--- src/design/akt_pkg.sv ---
package akt_pkg;

	localparam int TABLE_SLOTS_DEF  = 16;
	localparam int KEY_BYTES_DEF    = 8;
	localparam int DIGEST_BYTES_DEF = 8;
	localparam int NAME_CAP_DEF     = 32;

	// Depth of the queue between the front and the back part.
	localparam int QUEUE_DEPTH = 2;

	localparam logic [1:0] OP_REGISTER = 2'd0;
	localparam logic [1:0] OP_LOOKUP   = 2'd1;
	localparam logic [1:0] OP_REMOVE   = 2'd2;

	localparam logic [1:0] ST_OK       = 2'd0;
	localparam logic [1:0] ST_INVALID  = 2'd1;
	localparam logic [1:0] ST_NOTFOUND = 2'd2;
	localparam logic [1:0] ST_FULL     = 2'd3;

	typedef enum logic [1:0] {
		CLS_REJECT   = 2'd0,
		CLS_REGISTER = 2'd1,
		CLS_LOOKUP   = 2'd2,
		CLS_REMOVE   = 2'd3
	} cls_t;

	typedef struct packed {
		logic [1:0]  opcode;
		logic [63:0] package_key;
		logic [63:0] digest_word;
		logic [31:0] new_version;
		logic [31:0] new_generation;
		logic        reserved_set;
		logic [5:0]  name_length;
	} command_t;

	typedef struct packed {
		logic [1:0]  status;
		logic [3:0]  slot_index;
		logic [31:0] found_version;
		logic [31:0] found_generation;
		logic [63:0] found_digest;
	} result_t;

	// Classified transaction as it travels from the front to the back part.
	typedef struct packed {
		cls_t        cls;
		logic [63:0] key;
		logic [63:0] digest;
		logic [31:0] version;
		logic [31:0] generation;
	} entry_t;

	// Record kept in the slot memory.
	typedef struct packed {
		logic [31:0] version;
		logic [31:0] generation;
		logic [63:0] digest;
	} rec_t;

endpackage

--- src/design/akt_ram.sv ---
module akt_ram #(
	parameter int WIDTH = 8,
	parameter int DEPTH = 16
) (
	input  logic                     clk,
	input  logic                     wr_en,
	input  logic [$clog2(DEPTH)-1:0] wr_addr,
	input  logic [WIDTH-1:0]         wr_data,
	input  logic                     rd_en,
	input  logic [$clog2(DEPTH)-1:0] rd_addr,
	output logic [WIDTH-1:0]         rd_data
);

	logic [WIDTH-1:0] mem [DEPTH];

	always_ff @(posedge clk) begin
		if (wr_en) begin
			mem[wr_addr] <= wr_data;
		end
		if (rd_en) begin
			rd_data <= mem[rd_addr];
		end
	end

endmodule

--- src/design/akt_front.sv ---
module akt_front #(
	parameter int KEY_BYTES    = 8,
	parameter int DIGEST_BYTES = 8,
	parameter int NAME_CAP     = 32
) (
	input  akt_pkg::command_t command,
	output akt_pkg::entry_t   entry
);
	import akt_pkg::*;

	// Only the low bytes of key and digest take part; a full width mask falls out of the wrap.
	localparam logic [63:0] KEY_MASK = 64'((65'd1 << (8 * KEY_BYTES)) - 65'd1);
	localparam logic [63:0] DIG_MASK = 64'((65'd1 << (8 * DIGEST_BYTES)) - 65'd1);

	logic [63:0] key;
	logic [63:0] dig;
	logic        key_nz;
	logic        rec_ok;

	assign key    = command.package_key & KEY_MASK;
	assign dig    = command.digest_word & DIG_MASK;
	assign key_nz = |key;
	assign rec_ok = key_nz && (|dig) && (|command.new_version) && (|command.new_generation)
		&& !command.reserved_set && (command.name_length != 6'd0)
		&& (32'(command.name_length) < NAME_CAP);

	always_comb begin
		entry.key        = key;
		entry.digest     = dig;
		entry.version    = command.new_version;
		entry.generation = command.new_generation;
		unique case (command.opcode)
			OP_REGISTER: entry.cls = rec_ok ? CLS_REGISTER : CLS_REJECT;
			OP_LOOKUP:   entry.cls = key_nz ? CLS_LOOKUP : CLS_REJECT;
			OP_REMOVE:   entry.cls = key_nz ? CLS_REMOVE : CLS_REJECT;
			default:     entry.cls = CLS_REJECT;
		endcase
	end

endmodule

--- src/design/akt_queue.sv ---
module akt_queue (
	input  logic            clk,
	input  logic            arst_n,
	input  logic            push,
	input  akt_pkg::entry_t push_data,
	input  logic            pop,
	output akt_pkg::entry_t head,
	output logic            not_empty,
	output logic            full
);
	import akt_pkg::*;

	localparam int PTR_W = $clog2(QUEUE_DEPTH);
	localparam int CNT_W = $clog2(QUEUE_DEPTH + 1);

	entry_t             slots_q [QUEUE_DEPTH];
	logic [PTR_W-1:0]   wr_ptr_q;
	logic [PTR_W-1:0]   rd_ptr_q;
	logic [CNT_W-1:0]   count_q;

	assign head      = slots_q[rd_ptr_q];
	assign not_empty = (count_q != '0);
	assign full      = (count_q == CNT_W'(QUEUE_DEPTH));

	always_ff @(posedge clk or negedge arst_n) begin
		if (!arst_n) begin
			wr_ptr_q <= '0;
			rd_ptr_q <= '0;
			count_q  <= '0;
		end else begin
			if (push) begin
				wr_ptr_q <= wr_ptr_q + 1'b1;
			end
			if (pop) begin
				rd_ptr_q <= rd_ptr_q + 1'b1;
			end
			if (push && !pop) begin
				count_q <= count_q + 1'b1;
			end else if (pop && !push) begin
				count_q <= count_q - 1'b1;
			end
		end
	end

	always_ff @(posedge clk) begin
		if (push) begin
			slots_q[wr_ptr_q] <= push_data;
		end
	end

endmodule

--- src/design/akt_back.sv ---
module akt_back #(
	parameter int TABLE_SLOTS = 16
) (
	input  logic             clk,
	input  logic             arst_n,
	input  akt_pkg::entry_t  q_data,
	input  logic             q_valid,
	output logic             q_pop,
	output logic             done,
	output akt_pkg::result_t result
);
	import akt_pkg::*;

	localparam int SLOT_W = $clog2(TABLE_SLOTS);
	localparam int REC_W  = $bits(rec_t);

	typedef enum logic [3:0] {
		BK_IDLE  = 4'b0001,
		BK_MATCH = 4'b0010,
		BK_PICK  = 4'b0100,
		BK_EXEC  = 4'b1000
	} bk_state_t;

	function automatic logic [SLOT_W-1:0] first_set(input logic [TABLE_SLOTS-1:0] v);
		logic [SLOT_W-1:0] idx;
		idx = '0;
		for (int i = TABLE_SLOTS - 1; i >= 0; i--) begin
			if (v[i]) begin
				idx = SLOT_W'(i);
			end
		end
		return idx;
	endfunction

	bk_state_t             state_q;
	entry_t                cur_s1;
	logic [TABLE_SLOTS-1:0] match_s2;
	logic [TABLE_SLOTS-1:0] free_s2;
	logic                  hit_s3;
	logic                  room_s3;
	logic [SLOT_W-1:0]     slot_s3;
	logic [TABLE_SLOTS-1:0] valid_q;
	logic [63:0]           key_q [TABLE_SLOTS];
	logic                  done_q;
	result_t               result_q;

	logic                  rd_en;
	logic [SLOT_W-1:0]     rd_addr;
	logic [REC_W-1:0]      rd_word;
	rec_t                  rd_rec;
	rec_t                  wr_rec;
	logic                  wr_en;
	logic                  set_valid;
	logic                  clr_valid;
	result_t               res;

	akt_ram #(
		.WIDTH(REC_W),
		.DEPTH(TABLE_SLOTS)
	) u_rec_ram (
		.clk    (clk),
		.wr_en  (wr_en),
		.wr_addr(slot_s3),
		.wr_data(wr_rec),
		.rd_en  (rd_en),
		.rd_addr(rd_addr),
		.rd_data(rd_word)
	);

	assign q_pop   = (state_q == BK_IDLE) && q_valid;
	assign rd_en   = (state_q == BK_PICK);
	assign rd_addr = (|match_s2) ? first_set(match_s2) : first_set(free_s2);
	assign rd_rec  = rec_t'(rd_word);
	assign done    = done_q;
	assign result  = result_q;

	// Decision for the transaction in the last step; the record read from the slot is ready here.
	always_comb begin
		wr_rec.version    = cur_s1.version;
		wr_rec.generation = cur_s1.generation;
		wr_rec.digest     = cur_s1.digest;
		wr_en     = 1'b0;
		set_valid = 1'b0;
		clr_valid = 1'b0;
		res        = '0;
		res.status = ST_INVALID;
		case (cur_s1.cls)
			CLS_REGISTER: begin
				if (hit_s3) begin
					if (cur_s1.version > rd_rec.version
							&& cur_s1.generation > rd_rec.generation) begin
						wr_en      = 1'b1;
						set_valid  = 1'b1;
						res.status = ST_OK;
					end
				end else if (room_s3) begin
					wr_en      = 1'b1;
					set_valid  = 1'b1;
					res.status = ST_OK;
				end else begin
					res.status = ST_FULL;
				end
			end
			CLS_LOOKUP: begin
				if (hit_s3) begin
					res.status           = ST_OK;
					res.found_version    = rd_rec.version;
					res.found_generation = rd_rec.generation;
					res.found_digest     = rd_rec.digest;
				end else begin
					res.status = ST_NOTFOUND;
				end
			end
			CLS_REMOVE: begin
				if (hit_s3) begin
					res.status = ST_OK;
					clr_valid  = 1'b1;
				end else begin
					res.status = ST_NOTFOUND;
				end
			end
			default: res.status = ST_INVALID;
		endcase
		if (res.status == ST_OK) begin
			res.slot_index = 4'(slot_s3);
		end
		wr_en = wr_en && (state_q == BK_EXEC);
	end

	always_ff @(posedge clk or negedge arst_n) begin
		if (!arst_n) begin
			state_q <= BK_IDLE;
			valid_q <= '0;
			done_q  <= 1'b0;
		end else begin
			done_q <= (state_q == BK_EXEC);
			unique case (state_q)
				BK_IDLE: begin
					if (q_valid) begin
						state_q <= BK_MATCH;
					end
				end
				BK_MATCH: state_q <= BK_PICK;
				BK_PICK:  state_q <= BK_EXEC;
				BK_EXEC: begin
					state_q <= BK_IDLE;
					if (set_valid) begin
						valid_q[slot_s3] <= 1'b1;
					end
					if (clr_valid) begin
						valid_q[slot_s3] <= 1'b0;
					end
				end
				default: state_q <= BK_IDLE;
			endcase
		end
	end

	always_ff @(posedge clk) begin
		if (q_pop) begin
			cur_s1 <= q_data;
		end
		if (state_q == BK_MATCH) begin
			for (int i = 0; i < TABLE_SLOTS; i++) begin
				match_s2[i] <= valid_q[i] && (key_q[i] == cur_s1.key);
			end
			free_s2 <= ~valid_q;
		end
		if (state_q == BK_PICK) begin
			hit_s3  <= |match_s2;
			room_s3 <= |free_s2;
			slot_s3 <= rd_addr;
		end
		if (state_q == BK_EXEC) begin
			result_q <= res;
			if (set_valid) begin
				key_q[slot_s3] <= cur_s1.key;
			end
		end
	end

endmodule

--- src/design/anti_rollback_key_table.sv ---
// Channel    Handshake        Payload                    Direction
// command    start / busy     akt_pkg::command_t command  into the block
// result     done (strobe)    akt_pkg::result_t  result   out of the block
//
// A command is taken when start is high and busy is low; busy is high only while
// the two-entry command queue is full. Each command runs through the table engine
// in order (pop, key compare against all slots, slot pick with record read, decide
// and write), and the engine pops the next command only once the last is decided.
// done is registered from the decide step. The receiver cannot stall: done is high
// for one cycle per command. Reset clears the slot valid bits at once, so the table
// is empty with no clearing pass.
module anti_rollback_key_table #(
	parameter int TABLE_SLOTS  = akt_pkg::TABLE_SLOTS_DEF,
	parameter int KEY_BYTES    = akt_pkg::KEY_BYTES_DEF,
	parameter int DIGEST_BYTES = akt_pkg::DIGEST_BYTES_DEF,
	parameter int NAME_CAP     = akt_pkg::NAME_CAP_DEF
) (
	input  logic              clk,
	input  logic              arst_n,
	input  logic              start,
	output logic              busy,
	input  akt_pkg::command_t command,
	output logic              done,
	output akt_pkg::result_t  result
);
	import akt_pkg::*;

	entry_t classified;
	entry_t head;
	logic   not_empty;
	logic   full;
	logic   pop;

	akt_front #(
		.KEY_BYTES   (KEY_BYTES),
		.DIGEST_BYTES(DIGEST_BYTES),
		.NAME_CAP    (NAME_CAP)
	) u_front (
		.command(command),
		.entry  (classified)
	);

	akt_queue u_queue (
		.clk      (clk),
		.arst_n   (arst_n),
		.push     (start && !full),
		.push_data(classified),
		.pop      (pop),
		.head     (head),
		.not_empty(not_empty),
		.full     (full)
	);

	akt_back #(
		.TABLE_SLOTS(TABLE_SLOTS)
	) u_back (
		.clk    (clk),
		.arst_n (arst_n),
		.q_data (head),
		.q_valid(not_empty),
		.q_pop  (pop),
		.done   (done),
		.result (result)
	);

	assign busy = full;

endmodule

--- config.mk ---
export PLATFORM = sky130hd
export DESIGN_NAME = anti_rollback_key_table
export DESIGN_NICKNAME = d
export VERILOG_FILES = /design/src/design/akt_pkg.sv /design/src/design/akt_ram.sv /design/src/design/akt_front.sv /design/src/design/akt_queue.sv /design/src/design/akt_back.sv /design/src/design/anti_rollback_key_table.sv
export SDC_FILE = /design/constraint.sdc
export NUM_CORES = 2
export LEC_CHECK = 0
export BUFFER_PORTS_ARGS = -buffer_cell sky130_fd_sc_hd__buf_2
export CORE_UTILIZATION = 30
export DETAILED_ROUTE_END_ITERATION = 10
export MAX_ROUTING_LAYER = met4
export SKIP_CTS_REPAIR_TIMING = 1
export SLEW_MARGIN = 40
export SYNTH_ARGS = -nofsm -noshare
export SYNTH_HDL_FRONTEND = slang
export SYNTH_SLANG_ARGS = --single-unit
export TNS_END_PERCENT = 10
--- constraint.sdc ---
create_clock -name clk -period 38.8 [get_ports clk]
set_clock_uncertainty 0.1 [all_clocks]
set_input_delay 7.76 -clock clk [delete_from_list [all_inputs] [get_ports clk]]
set_output_delay 7.76 -clock clk [all_outputs]
set_load 0.01 [all_outputs]
* Yosys cells after proc, flatten, opt, wreduce, memory -nomap -nowiden
Memory sizes are Yosys's and may differ from the RTL's. A register that Yosys moved wholly into a read port is not among the register bits.
Cells that the tools add are included.
** Operators by class
- Order comparisons :: 5
- Equal/unequal tests :: 27
- Bitwise gates (word level) :: 4
- $add $sub $neg :: 4
- Muxes and demuxes :: 64
- Reduce and logical (&&, ||, !) cells :: 46
** Operators by type and width (number)
- $eq A64 B64 Y1 :: 16
- $mux W4 :: 34
- $reduce_or A64 Y1 :: 2
- $gt A32 B32 Y1 :: 2
- $reduce_or A32 Y1 :: 2
- $mux W16 :: 3
- $not A16 Y16 :: 2
- $reduce_or A16 Y1 :: 2
- $logic_and A1 B1 Y1 :: 29
- $and A16 B16 Y16 :: 1
- $mux W1 :: 16
- $or A16 B16 Y16 :: 1
- $mux W2 :: 7
- $pmux W4 S3 :: 1
- $eq A2 B2 Y1 const B :: 4
- $lt A6 B6 Y1 const B :: 1
- $pmux W2 S3 :: 1
- $reduce_bool A6 Y1 :: 1
- $lt A4 B5 Y1 const B :: 1
- $demux W1 S4 :: 1
- $eq A2 B1 Y1 const B :: 2
- $eq A4 B1 Y1 const B :: 1
- $eq A4 B2 Y1 const B :: 1
- $eq A4 B3 Y1 const B :: 1
- other kinds (12) :: 18
** Storage, ports and cells
- Memory bits (writable) :: 3460
- Input port bits :: 204
- Logic and storage cells :: 169
- Register bits after elaboration :: 197
- Memories :: 3
- Output and inout port bits :: 136
** Memory list
- u_back.u_rec_ram.mem :: words 16, width 128, rd ports 1, clocked after memory_dff 1, wr ports 1, RTL line akt_ram.sv:14 : logic [WIDTH-1:0] mem [DEPTH];
- u_back.key_q :: words 16, width 64, rd ports 16, clocked after memory_dff 0, wr ports 1, RTL line akt_back.sv:43 : logic [63:0] key_q [TABLE_SLOTS];
- u_queue.slots_q :: words 2, width 194, rd ports 1, clocked after memory_dff 1, wr ports 1, RTL line akt_queue.sv:16 : entry_t slots_q [QUEUE_DEPTH];

* Longest topological paths before layout
- Depth in word-level cells :: 17
- Depth in mapped cells :: 14
- Gate-level depth less buffers :: 10

* Modules after synthesis
Synthesis repeated with hierarchy kept, for this count alone.
** Second synthesis, totals
- Cell total of the unflattened synthesis :: 7852
- Area total of the unflattened synthesis :: 154993.7 µm²
** By module, submodules not included
- akt_ram :: area an instance 80726.2 µm², cells an instance 3357, times used 1, seq. area each 65342.7 µm²
- akt_back :: area an instance 57550.2 µm², cells an instance 3608, times used 1, seq. area each 42266.8 µm²
- akt_queue :: area an instance 14810.5 µm², cells an instance 620, times used 1, seq. area each 11751.3 µm²
- akt_front :: area an instance 1893.1 µm², cells an instance 266, times used 1, seq. area each 0.0 µm²
- anti_rollback_key_table :: area an instance 13.8 µm², cells an instance 1, times used 1, seq. area each 0.0 µm²

* Least setup slack after synthesis
Ideal clock, no wire load.
- Kind :: reg2reg
- Start point :: register u_back.state_q[0]
- End point :: memory u_back.key_q[4][0], enable pin
- Data required time :: 37.722 ns
- Data arrival time :: 17.464 ns
- Library setup time :: 0.978 ns
- Path slack :: 20.257 ns
- Period minus slack after synthesis :: 18.543 ns
- Path buffers :: 1
- Cell stages (with the launch flop) :: 6
- Cell sequence :: dfstp_2 > or4b_2 > inv_1 > nand3b_1 > clkbuf_1 > nor3_1
** On the way
- Longest elaborated chain between the ends :: 3
** Ends and longest elaborated chain
- start: declaration :: RTL line akt_back.sv:35 : bk_state_t state_q;
- start signal: assignment :: RTL line akt_back.sv:132 : state_q <= BK_IDLE;
- start signal: assignment :: RTL line akt_back.sv:140 : state_q <= BK_MATCH;
- start signal: assignment :: RTL line akt_back.sv:143 : BK_MATCH: state_q <= BK_PICK;
- $eq A4 B4 Y1 :: RTL line akt_back.sv:174 : if (state_q == BK_EXEC) begin
- $mux W1 :: RTL line akt_back.sv:174
- $mux W1 (not written as such) :: RTL line akt_back.sv:177 : key_q[slot_s3] <= cur_s1.key;
- end: declaration :: RTL line akt_back.sv:43
No other way between the ends.

* Final worst setup path
- Start point :: register u_queue.count_q[0]
- End point :: output busy
** On the way
- Longest elaborated chain between the ends :: 1
** Ends and longest elaborated chain
- start: declaration :: RTL line akt_queue.sv:19 : logic [CNT_W-1:0] count_q;
- start signal: assignment :: RTL line akt_queue.sv:38 : count_q <= count_q + 1'b1;
- start signal: assignment :: RTL line akt_queue.sv:40 : count_q <= count_q - 1'b1;
- $eq A2 B2 Y1 :: RTL line akt_queue.sv:23 : assign full = (count_q == CNT_W'(QUEUE_DEPTH));
- end: declaration :: RTL line anti_rollback_key_table.sv:21 : output logic busy,
No other way between the ends.

==> impl_results.md <==
* Mapped Cells at 9467
* Switching portion of total power at 32.00%
* Placement Cell Area at 0.1690 sq mm
* RSZ-0062 raised after global routing: no
* Post-synth EDFFs at 3954
* Most used DFF post-synth: edfxtp_1
* GP Congestion at 0.8952
* Clock network power share at 31.0%
* Dpl cells at 16.51k
* Clk buf depth at 4
* Commonest cells post-synth: edfxtp_1, nand2_1, mux2i_1
* Crit start category: register
* Final core occ at 34.98%
* Die span in x at 726.0 microns
* Mean post-synth cell area at 16.61 sq um
* Leakage at 60.37 nW
* Worst path arrival time at 2.01 ns
* Top Family by Delay on Critical Path: flip-flops
* Status: finished, final reports clean
* Net Sw Power at 4.026 mW
* Clock Latency Late Sink at 1.04 ns
* Crit path time final at 9.868 ns
* CTS HTree Levels at 5
* CP bufs+invs at 2
* Rel. slew slack at 32.99%
* Synth Warn # at 0
* Detailed Route Iter0 Violations at 10.12k
* Netlist cell types at 74
* Final setup violation count at 0
* Peak supply drop at 49.42 uV
* Nets at 10.26k
* Io pins at 340
* Port bufs at 339
* Synth area leaders: edfxtp_1, mux2i_1, mux2_2
* Routed vias at 88.22k
* Req. time, crit path at 30.94 ns
* Total CTS buffers at 412
* Die area at 0.5271 sq mm
* Synthesized flop and latch total at 3979
* GRT Residual Overflow at 0
* Wire per inst at 27.22 microns
* Area delta synth->final at 16.01%
* Final Instance Area at 0.1824 sq mm
* CP endpoint kind: output pin
* TritonCTS clock tree: built
* Vias in the first global route at 85.35k
* CP Class: reg2out
* Post-synth ARST share at 0.6283%
* Hold WC Path Type: reg2reg
* Maxcap violations at 0
* Final worst-path cycle share at 25.43%
* Maximum net fanout on the critical path at 5
* Row cnt at 265
* Chip height at 726.0 microns
* Initial antenna violation count at 49
* Cell Pwr Density at 68.96 mW/mm^2
* Total power draw at 12.58 mW
* Vias per cell at 5.103
* Fin Setup TNS at 0 ns
* Seq/Total Area, Yosys at 75.90%
* Initial core utilization at 30.15%
* Combinational Power Share at 21.8%
* Final Hold Slack at 0.4063 ns
* P_int at 8.555 mW
* Root buffer cell: clkbuf_16
* Max Slew Vio Count at 0
* Largest area contributor in the netlist: edfxtp_1
* DRC viols at 0
* Tightest Pin Transition at 0.9975 ns
* Syn nets at 9736
* Mapped Area at 0.1573 sq mm
* Layout Cells excl Fill at 17.29k
* Total Wirelength at 470.5 mm
* TritonRoute pass-1 iters at 7
* Final hold vios at 0
* Clock sinks at 3979
* Min setup slack post-route at 28.93 ns
* Synth top area share at 75.50%
* CP max-delay cell: dfrtp_1
* Fillers at 48.88k
* Max incr delay on CP at 0.44 ns
* Routed Antenna Nets at 0
* Detailed Place HPWL at 272.2 mm
* Top-count cell post-synth: edfxtp_1
* Largest net degree at the start of global routing at 140
* Tot GR Track Use at 17.70%
* Reg power frac at 47.3%
* Worst path cell trace: nand2b_1, inv_1, buf_2
* FMAX at 0.1013 GHz
* Core area at 0.5216 sq mm
* Worst-path clk slew at 0.06 ns
* Layout cells sized above 1 at 15.70%
* Global-route wire length before repair at 655.1 mm
* Pre-CTS setup slack at 28.03 ns
-- flip-flops by register name, indices dropped and copies added (netlist names), 16 cells and up --
register                  cells
u_back.cur_s1               194
u_back.result               134
u_back.match_s2              16
u_back.free_s2               16
u_back.key_q               1024
u_back.valid_q               16
u_back.u_rec_ram.mem       2048
u_queue.slots_q             388
u_back.u_rec_ram.rd_data    128
-- layer usage --
metal	track usage (%)	wire, microns
met5	-	0
met4	5.368	14910
met3	2.911	39490
met2	27.68	218400
met1	23.71	197700
-- area by class of cell --
cell class	count	area (sq um)	share of cell area, %
tap	6942	8686	4.761
sequential	3979	119400	65.43
timing repair buffer	644	5062	2.775
multi-input combinational	4596	34770	19.06
antenna	15	37.54	0.02057
clock inverter	259	2447	1.341
clock buffer	495	10710	5.868
inverter	356	1368	0.7496
-- power groups by stage --
stage | Sequential, mW | Clock [mW] | Combinational [mW]
4_1_cts | 5.94 | 3.96 | 2.74
3_5_place_dp | 6.03 | 0 | 2.73
2_1_floorplan | 5.98 | 0 | 1.42
5_1_grt | 5.99 | 4.11 | 2.87
3_3_place_gp | 6.01 | 0 | 2.70
6_report | 5.95 | 3.89 | 2.74
-- cell usage in the layout, fill, tap and decap left out, types with 36 or more instances in the layout --
master     synthesis  layout
clkbuf_16          0     416
mux2_2           321     321
buf_4             43     196
nand3_1          406     406
o2bb2ai_1        153     152
a211oi_1         129     129
o22ai_1           92      92
clkbuf_1         295      79
o21ai_1          100     101
nor3_1           103      84
clkinv_2           1      69
bufinv_16          0      36
nor4_1           189     161
a211o_1           55      55
clkinv_1          10     115
edfxtp_1        3954    3954
a311o_1           74      74
nand2_1          687     686
a2111oi_0        129     126
and2_1            68      68
a22oi_1           40      40
buf_2            140     339
nor2_1            50      41
inv_1            343     342
nand4_1          160     160
xor2_1           370     370
mux2i_1          566     566
a221oi_1         178     178
ha_1              65      65
xnor2_1          396     396
o21ai_0           58      57
buf_6              1      50
-- worst paths after layout --
kind | slack, ns | depth (start not counted) | start | endpoint
hold / removal | 0.41 | 1 | u_back.u_rec_ram.rd_data[30] | u_back.result[30]
setup / recovery | 28.93 | 3 | u_queue.count_q[0] | busy
setup reg to reg | 32.16 | 14 | u_back.cur_s1[27] | u_back.u_rec_ram.mem[5][45]
max in group asynchronous | 31.44 | 1 | arst_n | u_queue.rd_ptr_q
hold reg to reg | 0.41 | 1 | u_back.u_rec_ram.rd_data[30] | u_back.result[30]
min in group asynchronous | 6.65 | 1 | arst_n | u_back.done
-- cell families after synthesis --
| logic type | count (synthesis) | synth area share (%) |
|---|---|---|
| simple gates | 1724 | 5.331 |
| buf+inv | 892 | 2.351 |
| compound gates | 1154 | 5.736 |
| xor+xnor | 766 | 4.266 |
| flops | 3979 | 75.90 |
| fa+ha+maj | 65 | 0.5171 |
| mux | 887 | 5.901 |
-- worst register-to-register path, cell delays in order (launching register included) --
cell and delay (ns):
edfxtp_1 0.64, ha_1 0.41, nand3_1 0.11, or3_1 0.46
or3_1 0.56, nor3_1 0.27, buf_4 0.22, o31ai_2 0.17
a31oi_2 0.64, a21boi_4 0.11, buf_4 0.29, nor3_2 0.30
buf_6 0.58, buf_6 0.61, buf_4 0.72
Note: power is estimated with default switching activity, not from simulation.
